File: config.mk
export PLATFORM = sky130hd
export DESIGN_NAME = accel_step_counter_flat
export DESIGN_NICKNAME = d
export VERILOG_FILES = /design/src/astep_pkg.sv /design/src/astep_if.sv /design/src/astep_lane.sv /design/src/astep_cfg.sv /design/src/astep_merge.sv /design/src/astep_track.sv /design/src/accel_step_counter.sv /design/src/flat_wrapper.sv
export SDC_FILE = /design/constraint.sdc
export NUM_CORES = 2
export LEC_CHECK = 0
export ABC_AREA = 1
export BUFFER_PORTS_ARGS = -buffer_cell sky130_fd_sc_hd__buf_2
export CORE_ASPECT_RATIO = 1.4
export CORE_MARGIN = 1
export CORE_UTILIZATION = 55
export CTS_CLUSTER_DIAMETER = 150
export DETAILED_ROUTE_END_ITERATION = 10
export PLACE_DENSITY = 0.69
export SYNTH_ARGS = -nofsm -noshare
export SYNTH_HDL_FRONTEND = slang
export SYNTH_SLANG_ARGS = --single-unit
File: constraint.sdc
create_clock -name clock -period 9.2 [get_ports clock]
set_input_delay 0.46 -clock clock [delete_from_list [all_inputs] [get_ports clock]]
set_output_delay 0.46 -clock clock [all_outputs]
set_load 0.1 [all_outputs]
File: src/astep_pkg.sv
package astep_pkg;

   // Register indexes on the configuration port
   localparam logic [3:0] CSR_RISE_THRESHOLD = 4'd0;
   localparam logic [3:0] CSR_FALL_THRESHOLD = 4'd1;
   localparam logic [3:0] CSR_STEP_LENGTH_MM = 4'd2;
   localparam logic [3:0] CSR_GOAL_KM        = 4'd3;

   localparam int CSR_INDEX_W = 4;
   localparam int CSR_DATA_W  = 16;

   // Register widths and reset values
   localparam int THR_W  = 12;
   localparam int LEN_W  = 12;
   localparam int GOAL_W = 8;
   localparam logic [THR_W-1:0]  RISE_RESET = 12'd512;
   localparam logic [THR_W-1:0]  FALL_RESET = 12'd205;
   localparam logic [LEN_W-1:0]  LEN_RESET  = 12'd664;
   localparam logic [GOAL_W-1:0] GOAL_RESET = 8'd0;

   // Result widths
   localparam int STEP_W = 16;
   localparam int DIST_W = 32;

   // Squared magnitude bounds: (16384 + 4095)^2 fits in 29 bits
   localparam int BOUND_SQ_W = 29;

   // Goal in mm: 255 km is below 2^28 mm
   localparam int MM_PER_KM = 1000000;
   localparam int GOAL_MM_W = 28;

   typedef struct packed {
      logic [BOUND_SQ_W-1:0] rise_hi_sq;
      logic [BOUND_SQ_W-1:0] rise_lo_sq;
      logic                  rise_lo_en;
      logic [BOUND_SQ_W-1:0] fall_hi_sq;
      logic [BOUND_SQ_W-1:0] fall_lo_sq;
      logic                  fall_lo_en;
   } bounds_type;

   typedef struct packed {
      logic [LEN_W-1:0]     step_len;
      logic [GOAL_MM_W-1:0] goal_mm;
   } step_cfg_type;

   typedef struct packed {
      logic above_rise;
      logic below_fall;
   } dev_flags_type;

endpackage

File: src/astep_if.sv
// Input channel: one three-axis sample per item
interface astep_req_if #(parameter int ACCEL_BITS = 14);
   logic                         valid;
   logic                         ready;
   logic signed [ACCEL_BITS-1:0] accel_x;
   logic signed [ACCEL_BITS-1:0] accel_y;
   logic signed [ACCEL_BITS-1:0] accel_z;

   modport source (output valid, accel_x, accel_y, accel_z, input ready);
   modport sink   (input valid, accel_x, accel_y, accel_z, output ready);
endinterface

// Result channel: totals and flags per item
interface astep_rsp_if;
   logic                              valid;
   logic                              ready;
   logic [astep_pkg::STEP_W-1:0]      step_count;
   logic [astep_pkg::DIST_W-1:0]      distance_mm;
   logic                              step_detected;
   logic                              goal_reached;

   modport source (output valid, step_count, distance_mm, step_detected, goal_reached,
                   input ready);
   modport sink   (input valid, step_count, distance_mm, step_detected, goal_reached,
                   output ready);
endinterface

// Register write channel
interface astep_csr_if;
   logic                              valid;
   logic                              ready;
   logic [astep_pkg::CSR_INDEX_W-1:0] reg_index;
   logic [astep_pkg::CSR_DATA_W-1:0]  wdata;

   modport source (output valid, reg_index, wdata, input ready);
   modport sink   (input valid, reg_index, wdata, output ready);
endinterface

File: src/astep_lane.sv
module astep_lane #(
   parameter int ACCEL_BITS = 14
) (
   input  logic                          clock,
   input  logic                          load,
   input  logic signed [ACCEL_BITS-1:0]  axis,
   output logic [2*ACCEL_BITS-2:0]       sq_ff
);

   localparam int SQ_W = 2 * ACCEL_BITS - 1;

   logic signed [2*ACCEL_BITS-1:0] prod;
   logic [SQ_W-1:0]                sq_in;

   // Square of one axis; never negative, top bit is redundant
   always_comb begin
      prod  = axis * axis;
      sq_in = prod[SQ_W-1:0];
   end

   always_ff @(posedge clock) begin
      if (load) begin
         sq_ff <= sq_in;
      end
   end

endmodule

File: src/astep_cfg.sv
module astep_cfg #(
   parameter int COUNTS_PER_G = 1024
) (
   input  logic                              clock,
   input  logic                              reset,
   input  logic                              write_en,
   input  logic [astep_pkg::CSR_INDEX_W-1:0] reg_index,
   input  logic [astep_pkg::CSR_DATA_W-1:0]  wdata,
   output astep_pkg::bounds_type             bounds_ff,
   output astep_pkg::step_cfg_type           step_cfg_ff
);

   // Wide enough for 1 g plus the largest threshold
   localparam int BND_W = $clog2(COUNTS_PER_G + 4096);
   localparam logic [BND_W-1:0] G_VAL = BND_W'(COUNTS_PER_G);

   logic [astep_pkg::THR_W-1:0]  rise_ff;
   logic [astep_pkg::THR_W-1:0]  fall_ff;
   logic [astep_pkg::LEN_W-1:0]  len_ff;
   logic [astep_pkg::GOAL_W-1:0] goal_ff;

   logic [BND_W-1:0]         rise_t, fall_t;
   logic [BND_W-1:0]         rise_hi, rise_lo, fall_hi, fall_lo;
   astep_pkg::bounds_type    bounds_in;
   astep_pkg::step_cfg_type  step_cfg_in;

   // Register file
   always_ff @(posedge clock) begin
      if (reset) begin
         rise_ff <= astep_pkg::RISE_RESET;
         fall_ff <= astep_pkg::FALL_RESET;
         len_ff  <= astep_pkg::LEN_RESET;
         goal_ff <= astep_pkg::GOAL_RESET;
      end else if (write_en) begin
         case (reg_index)
            astep_pkg::CSR_RISE_THRESHOLD: rise_ff <= wdata[astep_pkg::THR_W-1:0];
            astep_pkg::CSR_FALL_THRESHOLD: fall_ff <= wdata[astep_pkg::THR_W-1:0];
            astep_pkg::CSR_STEP_LENGTH_MM: len_ff  <= wdata[astep_pkg::LEN_W-1:0];
            astep_pkg::CSR_GOAL_KM:        goal_ff <= wdata[astep_pkg::GOAL_W-1:0];
            default: ;
         endcase
      end
   end

   // Magnitude window edges, squared; lower edge if rise < 1 g or fall <= 1 g
   always_comb begin
      rise_t  = BND_W'(rise_ff);
      fall_t  = BND_W'(fall_ff);
      rise_hi = G_VAL + rise_t;
      rise_lo = G_VAL - rise_t;
      fall_hi = G_VAL + fall_t;
      fall_lo = G_VAL - fall_t;

      bounds_in.rise_hi_sq = astep_pkg::BOUND_SQ_W'(rise_hi)
                           * astep_pkg::BOUND_SQ_W'(rise_hi);
      bounds_in.rise_lo_sq = astep_pkg::BOUND_SQ_W'(rise_lo)
                           * astep_pkg::BOUND_SQ_W'(rise_lo);
      bounds_in.rise_lo_en = rise_t < G_VAL;
      bounds_in.fall_hi_sq = astep_pkg::BOUND_SQ_W'(fall_hi)
                           * astep_pkg::BOUND_SQ_W'(fall_hi);
      bounds_in.fall_lo_sq = astep_pkg::BOUND_SQ_W'(fall_lo)
                           * astep_pkg::BOUND_SQ_W'(fall_lo);
      bounds_in.fall_lo_en = fall_t <= G_VAL;

      step_cfg_in.step_len = len_ff;
      step_cfg_in.goal_mm  = astep_pkg::GOAL_MM_W'(goal_ff)
                           * astep_pkg::GOAL_MM_W'(astep_pkg::MM_PER_KM);
   end

   // Derived values are registered and follow the registers in the next cycle
   always_ff @(posedge clock) begin
      bounds_ff   <= bounds_in;
      step_cfg_ff <= step_cfg_in;
   end

endmodule

File: src/astep_merge.sv
module astep_merge #(
   parameter int ACCEL_BITS = 14
) (
   input  logic                            clock,
   input  logic                            load_sum,
   input  logic                            load_flags,
   input  logic [2*ACCEL_BITS-2:0]         sq_x,
   input  logic [2*ACCEL_BITS-2:0]         sq_y,
   input  logic [2*ACCEL_BITS-2:0]         sq_z,
   input  astep_pkg::bounds_type           bounds,
   output astep_pkg::dev_flags_type        flags_ff
);

   localparam int SUM_W = 2 * ACCEL_BITS;
   localparam int CMP_W = (SUM_W > astep_pkg::BOUND_SQ_W) ? SUM_W : astep_pkg::BOUND_SQ_W;

   logic [SUM_W-1:0]          sum_ff;
   logic [SUM_W-1:0]          sum_in;
   logic [CMP_W-1:0]          s, rh, rl, fh, fl;
   astep_pkg::dev_flags_type  flags_in;

   // Squared magnitude from the three lanes
   always_comb begin
      sum_in = SUM_W'(sq_x) + SUM_W'(sq_y) + SUM_W'(sq_z);
   end

   always_ff @(posedge clock) begin
      if (load_sum) begin
         sum_ff <= sum_in;
      end
   end

   // Deviation tests against the squared window edges
   always_comb begin
      s  = CMP_W'(sum_ff);
      rh = CMP_W'(bounds.rise_hi_sq);
      rl = CMP_W'(bounds.rise_lo_sq);
      fh = CMP_W'(bounds.fall_hi_sq);
      fl = CMP_W'(bounds.fall_lo_sq);
      flags_in.above_rise = (s > rh) || (bounds.rise_lo_en && (s < rl));
      flags_in.below_fall = (s < fh) && (!bounds.fall_lo_en || (s > fl));
   end

   always_ff @(posedge clock) begin
      if (load_flags) begin
         flags_ff <= flags_in;
      end
   end

endmodule

File: src/astep_track.sv
module astep_track (
   input  logic                          clock,
   input  logic                          reset,
   input  logic                          advance,
   input  astep_pkg::dev_flags_type      flags,
   input  astep_pkg::step_cfg_type       step_cfg,
   output logic [astep_pkg::STEP_W-1:0]  step_ff,
   output logic [astep_pkg::DIST_W-1:0]  dist_ff,
   output logic                          detected_ff,
   output logic                          goal_ff,
   output logic                          in_step_ff
);

   logic                          in_step_in;
   logic [astep_pkg::STEP_W-1:0]  step_in;
   logic [astep_pkg::DIST_W-1:0]  dist_in;
   logic                          detected_in;
   logic                          goal_in;
   logic [astep_pkg::STEP_W:0]    step_sum;
   logic [astep_pkg::DIST_W:0]    dist_sum;

   // Hysteresis flag and saturating totals
   always_comb begin
      step_sum    = (astep_pkg::STEP_W + 1)'(step_ff) + (astep_pkg::STEP_W + 1)'(2);
      dist_sum    = (astep_pkg::DIST_W + 1)'(dist_ff)
                  + (astep_pkg::DIST_W + 1)'({step_cfg.step_len, 1'b0});
      in_step_in  = in_step_ff;
      step_in     = step_ff;
      dist_in     = dist_ff;
      detected_in = 1'b0;
      if (!in_step_ff) begin
         if (flags.above_rise) begin
            in_step_in = 1'b1;
         end
      end else if (flags.below_fall) begin
         in_step_in  = 1'b0;
         detected_in = 1'b1;
         step_in     = step_sum[astep_pkg::STEP_W] ? '1 : step_sum[astep_pkg::STEP_W-1:0];
         dist_in     = dist_sum[astep_pkg::DIST_W] ? '1 : dist_sum[astep_pkg::DIST_W-1:0];
      end
      goal_in = dist_in >= astep_pkg::DIST_W'(step_cfg.goal_mm);
   end

   always_ff @(posedge clock) begin
      if (reset) begin
         in_step_ff <= 1'b0;
         step_ff    <= '0;
         dist_ff    <= '0;
      end else if (advance) begin
         in_step_ff <= in_step_in;
         step_ff    <= step_in;
         dist_ff    <= dist_in;
      end
   end

   always_ff @(posedge clock) begin
      if (advance) begin
         detected_ff <= detected_in;
         goal_ff     <= goal_in;
      end
   end

endmodule

File: src/accel_step_counter.sv
// Step counter working on three-axis accelerometer samples.
//
// req_chan carries one sample per item (accel_x/y/z, signed counts with
// COUNTS_PER_G counts per g). rsp_chan returns one item per sample: the
// step and distance totals after that sample, whether it closed a step
// pair, and whether the distance goal is met. csr_chan writes the four
// registers (rise/fall threshold, step length, goal) and is always ready;
// write only while no sample is in flight.
//
// Four stages: lane squares, lane merge, window compare, state update into
// the output register. One sample per cycle is sustained while
// rsp_chan.ready stays high. Each stage holds its item while the next
// is full and cannot move, so bubbles close up and input is still taken
// while a finished result waits on rsp_chan.ready; a stall that fills all
// stages drops req_chan.ready.
//
// Reset clears the totals, the step flag and all stage valid bits, and
// restores the register defaults; samples may follow right after.
module accel_step_counter #(
   parameter int ACCEL_BITS   = 14,
   parameter int COUNTS_PER_G = 1024
) (
   input  logic          clock,
   input  logic          reset,
   astep_req_if.sink     req_chan,
   astep_rsp_if.source   rsp_chan,
   astep_csr_if.sink     csr_chan
);

   localparam int SQ_W = 2 * ACCEL_BITS - 1;

   logic v1_ff, v2_ff, v3_ff, v4_ff;
   logic en1, en2, en3, en4;
   logic in_step;

   logic [SQ_W-1:0]             sq_x, sq_y, sq_z;
   astep_pkg::bounds_type       bounds;
   astep_pkg::step_cfg_type     step_cfg;
   astep_pkg::dev_flags_type    flags;

   // Stage enables: a stage moves when empty or when the next one moves
   always_comb begin
      en4 = !v4_ff || rsp_chan.ready;
      en3 = !v3_ff || en4;
      en2 = !v2_ff || en3;
      en1 = !v1_ff || en2;
   end

   assign req_chan.ready = en1;
   assign csr_chan.ready = 1'b1;
   assign rsp_chan.valid = v4_ff;

   always_ff @(posedge clock) begin
      if (reset) begin
         v1_ff <= 1'b0;
         v2_ff <= 1'b0;
         v3_ff <= 1'b0;
         v4_ff <= 1'b0;
      end else begin
         if (en1) v1_ff <= req_chan.valid;
         if (en2) v2_ff <= v1_ff;
         if (en3) v3_ff <= v2_ff;
         if (en4) v4_ff <= v3_ff;
      end
   end

   // Registers and squared window edges
   astep_cfg #(.COUNTS_PER_G(COUNTS_PER_G)) u_cfg (
      .clock       (clock),
      .reset       (reset),
      .write_en    (csr_chan.valid),
      .reg_index   (csr_chan.reg_index),
      .wdata       (csr_chan.wdata),
      .bounds_ff   (bounds),
      .step_cfg_ff (step_cfg)
   );

   // One squaring lane per axis
   astep_lane #(.ACCEL_BITS(ACCEL_BITS)) u_lane_x (
      .clock (clock), .load (en1), .axis (req_chan.accel_x), .sq_ff (sq_x)
   );
   astep_lane #(.ACCEL_BITS(ACCEL_BITS)) u_lane_y (
      .clock (clock), .load (en1), .axis (req_chan.accel_y), .sq_ff (sq_y)
   );
   astep_lane #(.ACCEL_BITS(ACCEL_BITS)) u_lane_z (
      .clock (clock), .load (en1), .axis (req_chan.accel_z), .sq_ff (sq_z)
   );

   // Merge lanes and compare against the window
   astep_merge #(.ACCEL_BITS(ACCEL_BITS)) u_merge (
      .clock      (clock),
      .load_sum   (en2),
      .load_flags (en3),
      .sq_x       (sq_x),
      .sq_y       (sq_y),
      .sq_z       (sq_z),
      .bounds     (bounds),
      .flags_ff   (flags)
   );

   // Step state and output register
   astep_track u_track (
      .clock       (clock),
      .reset       (reset),
      .advance     (en4 && v3_ff),
      .flags       (flags),
      .step_cfg    (step_cfg),
      .step_ff     (rsp_chan.step_count),
      .dist_ff     (rsp_chan.distance_mm),
      .detected_ff (rsp_chan.step_detected),
      .goal_ff     (rsp_chan.goal_reached),
      .in_step_ff  (in_step)
   );

   // A completed step pair always clears the step flag
   a_detect_clears: assert property (@(posedge clock) disable iff (reset)
      rsp_chan.valid && rsp_chan.step_detected |-> !in_step)
      else $error("step detected while step flag still set");

   // Steps advance in pairs, so the count is even until it saturates
   a_step_even: assert property (@(posedge clock) disable iff (reset)
      rsp_chan.valid |-> (!rsp_chan.step_count[0] || (&rsp_chan.step_count)))
      else $error("odd step count below saturation");

   // A new result only comes from an item in the compare stage
   a_rsp_source: assert property (@(posedge clock) disable iff (reset)
      $rose(rsp_chan.valid) |-> $past(v3_ff))
      else $error("result appeared without an item in the compare stage");

   // Totals only move when an item enters the output register
   a_total_hold: assert property (@(posedge clock) disable iff (reset)
      !$past(reset) && !$past(en4 && v3_ff) |->
         $stable(rsp_chan.step_count) && $stable(rsp_chan.distance_mm))
      else $error("totals changed without an item");

endmodule
File: src/flat_wrapper.sv
// flat-port wrapper written by rule: the top's interface ports become plain ports
module accel_step_counter_flat 
#(
   parameter int ACCEL_BITS   = 14,
   parameter int COUNTS_PER_G = 1024
)
  (clock, reset, req_chan_valid, req_chan_accel_x, req_chan_accel_y, req_chan_accel_z, req_chan_ready, rsp_chan_valid, rsp_chan_step_count, rsp_chan_distance_mm, rsp_chan_step_detected, rsp_chan_goal_reached, rsp_chan_ready, csr_chan_valid, csr_chan_reg_index, csr_chan_wdata, csr_chan_ready);
  astep_req_if #(.ACCEL_BITS(ACCEL_BITS)) req_chan_i ();
  astep_rsp_if rsp_chan_i ();
  astep_csr_if csr_chan_i ();
  input  logic clock;
  input  logic reset;
  input wire logic [$bits(req_chan_i.valid)-1:0] req_chan_valid;
  input wire logic [$bits(req_chan_i.accel_x)-1:0] req_chan_accel_x;
  input wire logic [$bits(req_chan_i.accel_y)-1:0] req_chan_accel_y;
  input wire logic [$bits(req_chan_i.accel_z)-1:0] req_chan_accel_z;
  output wire logic [$bits(req_chan_i.ready)-1:0] req_chan_ready;
  output wire logic [$bits(rsp_chan_i.valid)-1:0] rsp_chan_valid;
  output wire logic [$bits(rsp_chan_i.step_count)-1:0] rsp_chan_step_count;
  output wire logic [$bits(rsp_chan_i.distance_mm)-1:0] rsp_chan_distance_mm;
  output wire logic [$bits(rsp_chan_i.step_detected)-1:0] rsp_chan_step_detected;
  output wire logic [$bits(rsp_chan_i.goal_reached)-1:0] rsp_chan_goal_reached;
  input wire logic [$bits(rsp_chan_i.ready)-1:0] rsp_chan_ready;
  input wire logic [$bits(csr_chan_i.valid)-1:0] csr_chan_valid;
  input wire logic [$bits(csr_chan_i.reg_index)-1:0] csr_chan_reg_index;
  input wire logic [$bits(csr_chan_i.wdata)-1:0] csr_chan_wdata;
  output wire logic [$bits(csr_chan_i.ready)-1:0] csr_chan_ready;
  assign req_chan_i.valid = req_chan_valid;
  assign req_chan_i.accel_x = req_chan_accel_x;
  assign req_chan_i.accel_y = req_chan_accel_y;
  assign req_chan_i.accel_z = req_chan_accel_z;
  assign req_chan_ready = req_chan_i.ready;
  assign rsp_chan_valid = rsp_chan_i.valid;
  assign rsp_chan_step_count = rsp_chan_i.step_count;
  assign rsp_chan_distance_mm = rsp_chan_i.distance_mm;
  assign rsp_chan_step_detected = rsp_chan_i.step_detected;
  assign rsp_chan_goal_reached = rsp_chan_i.goal_reached;
  assign rsp_chan_i.ready = rsp_chan_ready;
  assign csr_chan_i.valid = csr_chan_valid;
  assign csr_chan_i.reg_index = csr_chan_reg_index;
  assign csr_chan_i.wdata = csr_chan_wdata;
  assign csr_chan_ready = csr_chan_i.ready;
  accel_step_counter #(.ACCEL_BITS(ACCEL_BITS), .COUNTS_PER_G(COUNTS_PER_G)) u_core (.clock(clock), .reset(reset), .req_chan(req_chan_i), .rsp_chan(rsp_chan_i), .csr_chan(csr_chan_i));
endmodule
==> results.toml <==
[layout]
fin_nets = 8299
fin_util = 0.586
area_growth_pct = 5.72
drive_gt1_frac = 0.0428
mostFrequentLayoutCells = "1,770 x inv_1, 1,036 x nand2_1, 945 x fa_1"
n_fill_cell = 9176
final_common_cell = "inv_1"
diodes = 0

[floorplan]
rows = 138
dieHeight_um = 379
dieArea_mm2 = 0.103
ios = 120
coreArea_mm2 = 0.101
start_util = 0.554
die-width_um = 271

[cts]
clkTransAtPathRegs_ns = 0.06
ctsHtreeMaxLevel = 2
worstSkewPairLatency_ns = 0.56
cts_buffers = 38
cts_hold_buf = 0
cts_tree = "yes"
clockBufferDepth = 3
cts_resized = 0
clockRootBuffer = "clkbuf_16"
cts_setup_buffers = 0
clock-sinks = 339

[sta]
finalHoldViolations = 0
maxSlewHeadroom = 0.284
holdWs_ns = 0.193
finClkSkew_ns = 0.0260
rsz0062_at_grt = "false"
worst_pin_slew_ns = 1.07
max_freq_ghz = 0.143
slew_violations = 0
setup_slack_ns = 2.19
tns_ns = 0
setup_violations = 0
fin_crit_sh = 0.762
period_minus_slack_ns = 7.01

[setup_path]
critPathSlowestCell = "dfxtp_1"
slowest_delay_ns = 0.75
arrival_ns = 7.50
start_kind = "register"
crit_fanout = 17
cp-end-kind = "register"
worstSetupPathType = "reg -> reg"
required_ns = 9.69

[route]
avgRoutedWirePerCell_um = 16.4
vias = 41400
first_pass_iters = 6
totalWireLength_mm = 131
drt_iter0_markers = 1879
drc = 0
routed_via_density = 5.19
antenna_left = 0

[synthesis]
muxShareOfSynthArea = 0.000179
synth_top_area_cell = "fa_1"
yosys.area_share.adder = 0.489
ys_warn_count = 0
syn_inst = 6546
synth-xor-area-share = 0.0453
synthDistinctLibCells = 67
synth_area_per_cell_um2 = 8.54
synth_area_mm2 = 0.0559
yosys_register_bits = 339
synth-simple-area-share = 0.129
yosysSeqAreaShare = 0.141
synth_top_family_by_area = "adder cells"
synth-compound-area-share = 0.0667
synth_area_leaders = "fa_1 34%, ha_1 15%, inv_1 12%"
yosys.area.top_type_share = 0.338

[global_routing]
grt_overflow = 0
grt_pass1_wl_mm = 218
grt_pass1_vias = 44500
grt.total_usage = 0.265
antenna_found_initial = 2
grt_max_degree = 63

[placement]
gp_congestion = 0.920
port_buffers = 114
dp_slack_ns = 2.24
hpwl_mm = 111

[worst_hold_path]
hp-class = "in -> reg"

[run_status]
outcome = "finished clean"

[power]
power_mw = 20.5
power_density_mw_per_mm2 = 346
peakVddDrop_v = 0.000526
p_leak_nw = 32.9

[flow_run]
max_cap_violations = 0
==> registers in the layout (all words and copies together) (netlist names), 2 cells and up <==
register	flops
u_core.u_cfg.bounds_ff	98
u_core.u_merge.sum_ff	28
u_core.u_lane_x.sq_ff	26
u_core.u_merge.flags_ff	2
u_core.u_cfg.step_cfg_ff	34
u_core.u_lane_z.sq_ff	26
u_core.u_cfg.goal_ff	8
u_core.u_cfg.len_ff	12
u_core.u_cfg.fall_ff	12
u_core.u_track.dist_ff	32
u_core.u_lane_y.sq_ff	26
u_core.u_track.step_ff	16
u_core.u_cfg.rise_ff	12
==> cell usage after synthesis (all sizes together) <==
cell and n:
conb 2, or2 23, o211a 2, dfxtp 229, a211oi 15, o311ai 1
o21ai 211, o211ai 13, nand3b 3, a21o 16, o311a 2, and3 3
nand3 142, nor3 47, ha 674, o31ai 5, nor2 376, inv 1789
a21oi 331, xnor2 100, buf 14, o22ai 1, xor2 185, o2111ai 4
clkbuf 98, nor4 16, nor3b 1, edfxtp 110, o221ai 6, and2 4
nand2 1049, nor4b 1, nand4 59, mux2i 1, a21boi 6, fa 945
a31oi 19, o21a 12, o21bai 27, o41ai 1, clkinv 3
==> power breakdown <==
group / total, mW / switching (mW) / internal [mW]
logic: 15.8 / 9.62 / 6.21
clock network: 1.52 / 0.651 / 0.868
registers: 3.11 / 0.367 / 2.74
==> worst max-delay path: cells and delay by family (launching register included) <==
family	cells	cell delay, ns
flip-flops	1	0.75
XOR/XNOR	1	0.15
adder cells (fa/ha/maj)	7	3.24
AND/OR/NAND/NOR	12	1.38
AO/OA/AOI/OAI	3	0.57
buffers and inverters	7	0.82
==> logic make-up (layout without fill, tap and decap cells) <==
logic type                 after synthesis  in the layout
AOI/OAI and AO/OA                      672            672
muxes                                    1              1
xor gates and xnor gates               285            285
and+or+nand+nor                       1724           1724
other                                    2              8
DFF                                    339            339
adders and majority gates             1619           1619
buffers and inverters                 1904           1995
==> path summary, 6_finish.rpt <==
kind | from | to | slack, ns | cells after the start
max | u_core.u_cfg.rise_ff[0]$_SDFFE_PP0P_ | u_core.u_cfg.bounds_ff[82]$_DFF_P_ | 2.19 | 30
max reg2reg | u_core.u_cfg.rise_ff[0]$_SDFFE_PP0P_ | u_core.u_cfg.bounds_ff[82]$_DFF_P_ | 2.19 | 30
min reg2reg | u_core.u_cfg.len_ff[11]$_SDFFE_PP0P_ | u_core.u_cfg.step_cfg_ff[39]$_DFF_P_ | 0.35 | 0
min | csr_chan_wdata[9] | u_core.u_cfg.rise_ff[9]$_SDFFE_PP1P_ | 0.19 | 3
==> routing by layer <==
metal  track usage  vias up  share of wire
met5             0        -        0.00020
met4         0.106        4          0.043
met3        0.0180      247          0.030
met2         0.509      779           0.55
met1         0.303    20500           0.38
li1              -    19900              -
==> final cells by class <==
class                   instances  area [um^2]  share of cell area
well taps                    1330         1660              0.0282
flip-flops and latches        339         7890               0.133
inverters                    1792         6730               0.114
repair buffers                133          713              0.0121
clock inverters                19          163             0.00275
multi-input cells            4309        40900               0.691
clock buffers                  51         1080              0.0183
==> per-stage QoR <==
stage,instance area (um^2),std cells
2_1_floorplan,55900,6552
3_3_place_gp,57900,7903
3_5_place_dp,57900,7903
4_1_cts,59100,7973
5_1_grt,59100,7973
6_report,59100,7973
(Power assumes the default switching activity.)
